$ cat config.mk
export PLATFORM = sky130hd
export DESIGN_NAME = plob_ctrl
export DESIGN_NICKNAME = d
export VERILOG_FILES = /design/src/rtl/plob_pkg.sv /design/src/rtl/plob_ctrl.sv
export SDC_FILE = /design/constraint.sdc
export NUM_CORES = 1
export LEC_CHECK = 0
export ABC_AREA = 1
export BUFFER_PORTS_ARGS = -buffer_cell sky130_fd_sc_hd__buf_2
export CAP_MARGIN = 20
export CORE_AREA = 5 5 42 44
export CTS_CLUSTER_DIAMETER = 100
export DETAILED_ROUTE_END_ITERATION = 16
export DIE_AREA = 0 0 47 49
export PLACE_DENSITY = 0.45
export SLEW_MARGIN = 10
export SYNTH_ARGS = -nofsm -noshare
export SYNTH_HDL_FRONTEND = slang
export SYNTH_SLANG_ARGS = --single-unit
$ cat constraint.sdc
create_clock -name clk -period 1.8 [get_ports clk]
set_clock_uncertainty 0.15 [all_clocks]
set_input_delay 0.36 -clock clk [delete_from_list [all_inputs] [get_ports clk]]
set_output_delay 0.36 -clock clk [all_outputs]
set_load 0.05 [all_outputs]
$ cat src/rtl/plob_pkg.sv
// Shared types and constants for the price-level order book.
// Holds command codes, controller states and the controller/datapath signal groups.
// No dependencies.
package plob_pkg;

    // Item command codes.
    typedef enum logic [1:0] {
        CMD_CLEAR    = 2'd0,
        CMD_SNAPSHOT = 2'd1,
        CMD_DELTA    = 2'd2,
        CMD_QUERY    = 2'd3
    } command_t;

    // Controller states.
    typedef enum logic [2:0] {
        ST_IDLE,
        ST_UPDATE,
        ST_GROUP,
        ST_PICK,
        ST_READ_BEST,
        ST_RESULT
    } state_t;

    // Commands from the controller to the datapath.
    typedef struct packed {
        logic load_item;
        logic update;
        logic group;
        logic pick;
        logic read_best;
        logic load_out;
    } dp_cmd_t;

    // Status from the datapath to the controller.
    typedef struct packed {
        logic out_busy;
        logic out_valid;
    } dp_stat_t;

    // Best-level search works on groups of this many price levels.
    localparam int GROUP_SIZE  = 16;
    localparam int GROUP_IDX_W = 4;

    // Reported quantities are clipped to this width.
    localparam int OUT_QTY_W = 31;

    // Configuration port.
    localparam int          APB_ADDR_W      = 3;
    localparam logic        REG_SEL_BASE    = 1'b0;
    localparam logic [7:0]  BASE_RESET      = 8'd100;

endpackage

$ cat src/rtl/plob_ctrl.sv
// Controller of the price-level order book: one state machine that sequences
// read-modify-write, the two-level best-level search and the result load.
// Depends on plob_pkg.
module plob_ctrl
    import plob_pkg::*;
(
    input  logic     clk,
    input  logic     rst_n,
    input  logic     in_valid,
    output logic     in_ready,
    input  dp_stat_t stat,
    output dp_cmd_t  cmd
);

    state_t state_reg;
    state_t state_next;

    // State register.
    always_ff @(posedge clk or negedge rst_n)
    begin
        if (!rst_n)
        begin
            state_reg <= ST_IDLE;
        end
        else
        begin
            state_reg <= state_next;
        end
    end

    // Next state and datapath commands.
    always_comb
    begin
        state_next = state_reg;
        cmd        = '0;
        in_ready   = 1'b0;
        case (state_reg)
            ST_IDLE:
            begin
                in_ready = 1'b1;
                if (in_valid)
                begin
                    cmd.load_item = 1'b1;
                    state_next    = ST_UPDATE;
                end
            end
            ST_UPDATE:
            begin
                cmd.update = 1'b1;
                state_next = ST_GROUP;
            end
            ST_GROUP:
            begin
                cmd.group  = 1'b1;
                state_next = ST_PICK;
            end
            ST_PICK:
            begin
                cmd.pick   = 1'b1;
                state_next = ST_READ_BEST;
            end
            ST_READ_BEST:
            begin
                cmd.read_best = 1'b1;
                state_next    = ST_RESULT;
            end
            ST_RESULT:
            begin
                // The result leaves once the output register is free; the next
                // item may be taken in the same cycle.
                if (!stat.out_busy)
                begin
                    cmd.load_out = 1'b1;
                    in_ready     = 1'b1;
                    if (in_valid)
                    begin
                        cmd.load_item = 1'b1;
                        state_next    = ST_UPDATE;
                    end
                    else
                    begin
                        state_next = ST_IDLE;
                    end
                end
            end
            default:
            begin
                state_next = ST_IDLE;
            end
        endcase
    end

endmodule

==> run metrics <==
DRT met1 WL about 280 um; Vias 254; worst-skew pair later-pin latency about 0.24 ns; core area approximately 1400 um2; final setup vio count 0; worst setup path startpoint state_reg[1]$_DFFE_PN0P_; Min-Delay Path Depth 3; drt initial violations 0; first-pass GRT wire length about 920 um; flop-to-flop setup slack ~0.67 ns; Synth Register Bits 3; Post-synth top cells 9 x nand2_1, 5 x nor2_1, 4 x inv_1, 3 x dfrtp_1, 3 x nand3_1; initial antenna violation count 0; fin crit share a little over nine tenths; post-synthesis mux area share 0%; synth top area cells dfrtp_1 34%, nand2_1 15%, nor2_1 8.6%; PortBufs 10; final hold vios 0; Fillers ~160; Synth Area in Adders 0%; total of max-cap violations 0; Post-Synth XOR/XNOR Area 0%; syn nets 38; count of flip-flops with a built-in enable after synthesis 0; Synth Area in Compound Gates under 10%; DR WL met2 roughly 200 um; Layout area overhead 66.3%; global placer's final weighted congestion between 0.6 and 0.7; Crit. End Element output port; layout cell share with drive strength beyond 1 between 50% and 60%; DRC Markers 0; max_slew headroom 83.5%; power per cell area around 2300 nW/um2; Post-DP Area roughly 280 um2; Max clock buf depth 2; Non-Filler Cell Area, Final 364 um2; TritonCTS clock tree yes; vias in the first global route roughly 240; Top FF cell, synth dfrtp_1; type of the worst setup path reg2out; achievable frequency 0.580 GHz; nets 53; slew at the pin closest to its max-slew limit ~0.25 ns; # diodes 0; die height approximately 49 um; total track usage about 6%; leading area contributor after synthesis dfrtp_1; Avg WL per Cell 9.03 um; Clock H-tree levels 1; Syn Std Cell Area 219 um2; Post-Synth Simple-Gate Area roughly two fifths; outcome finished, final reports clean; Seq/Total Area, Yosys between 30% and 40%; setup TNS 0 ns; Syn Inst Count 33; reg2reg start state_reg[0]$_DFFE_PN0P_; CP max FO 4; worst hold margin around 0.28 ns; Worst Path Arrival approximately 1.2 ns; worst endpoint required time ~1.3 ns; Max IR drop VDD 0.941 mV; pin count of the biggest net entering global routing 10; ys async rst share between 90% and 100%; Setup crit end cmd[5]; Starting Density between 10% and 20%; Synth cell types 11; Max Used Layer met4; Clock Sinks 3; Die Wd between 40 and 50 um; Design Power just over 800 uW; startpoint types register; post-synth top area share 34.3%; count leader, synth nand2_1; Top Ports 12; CTS clk-pin slew, worst paths ~0.04 ns; die area 2300 um2; Final min period 1.72 ns; final count of pins violating max slew 0; worst hold-check path type in2reg; min-delay src in_valid; Largest register FFs 3; met3 wire len a little under 80 um; Vias/cell 4.03; syn_area_per_cell 6.64 um2; post-detail-place hpwl ~420 um; R2R depth 4; # rows 14; largest family of logic cells by synthesized area simple AND/OR/NAND/NOR gates; WL final ~570 um; DR pass1 iterations 1; Yosys warnings 0; R2R Path End state_reg[0]$_DFFE_PN0P_; fin util between 20% and 30%; clock root buffer clkbuf_4; Leakage between 0.00015 and 0.0002 uW; Final ANT Viol Nets 0; GRT overflow 0; CTS Buf Count 3
per-stage QoR:
step | worst slack (ns) | instances
finish | 0.0770 | 63
global route | -0.00169 | 63
CTS | 0.0152 | 63
detailed placement | 0.165 | 58
global placement | 0.169 | 58
floorplan | -0.0714 | 33
worst min-delay path by stage:
stage,slack [ns],to
floorplan,-0.09,state_reg[0]$_DFFE_PN0P_
global placement,0.007,state_reg[1]$_DFFE_PN0P_
global route,0.29,state_reg[0]$_DFFE_PN0P_
CTS,0.28,state_reg[2]$_DFFE_PN0P_
finish,0.28,state_reg[0]$_DFFE_PN0P_
detailed placement,0.008,state_reg[1]$_DFFE_PN0P_
per-layer routing:
metal	global-route usage (%)	vias up
li1	-	132
met5	0	-
met4	4.15	0
met3	4.43	2
met1	7.28	107
met2	7.01	13
worst max-delay path: stages (launching register included):
cell and delay [ns]:
dfrtp_2 0.44, inv_4 0.09, nand3_2 0.11, o21ai_2 0.17, buf_6 0.17
cells in the final DEF, fill, tap and decap left out, types with 2 or more instances in the layout:
cell,synthesis,layout
clkbuf_4,0,5
dfrtp_2,0,3
nor2_2,0,2
nand3_1,3,2
inv_1,4,3
buf_2,0,4
nand2_1,9,9
buf_6,1,3
o21ai_2,0,2
inv_2,2,2
nor2_1,5,3
report_power, final:
part / internal [uW] / switching (uW)
clock: 83.2 / 36.6
sequential: 106 / 69.8
combinational: 161 / 364
total: 351 / 471
cell type report:
type,count,area [um2],area share [%]
clock buffers,4,26.3,7.22
inverters,6,25.0,6.87
multi-input cells,23,128,35.1
flip-flops and latches,3,78.8,21.6
well taps,16,20.0,5.50
repair buffers,11,86.3,23.7
cells by family after synthesis:
family | Yosys count
AOI/OAI and AO/OA | 4
buffers and inverters | 7
DFF | 3
and+or+nand+nor | 19
timing repair:
action | in CTS | in global routing
gates resized for setup | 5 | 15
setup endpoints to repair | 3 | 7
buffers inserted | 0 | 0
hold endpoints to repair | 3 | 0
pin swaps | 0 | 1
hold buffers | 1 | 0
(Power assumes the default switching activity.)
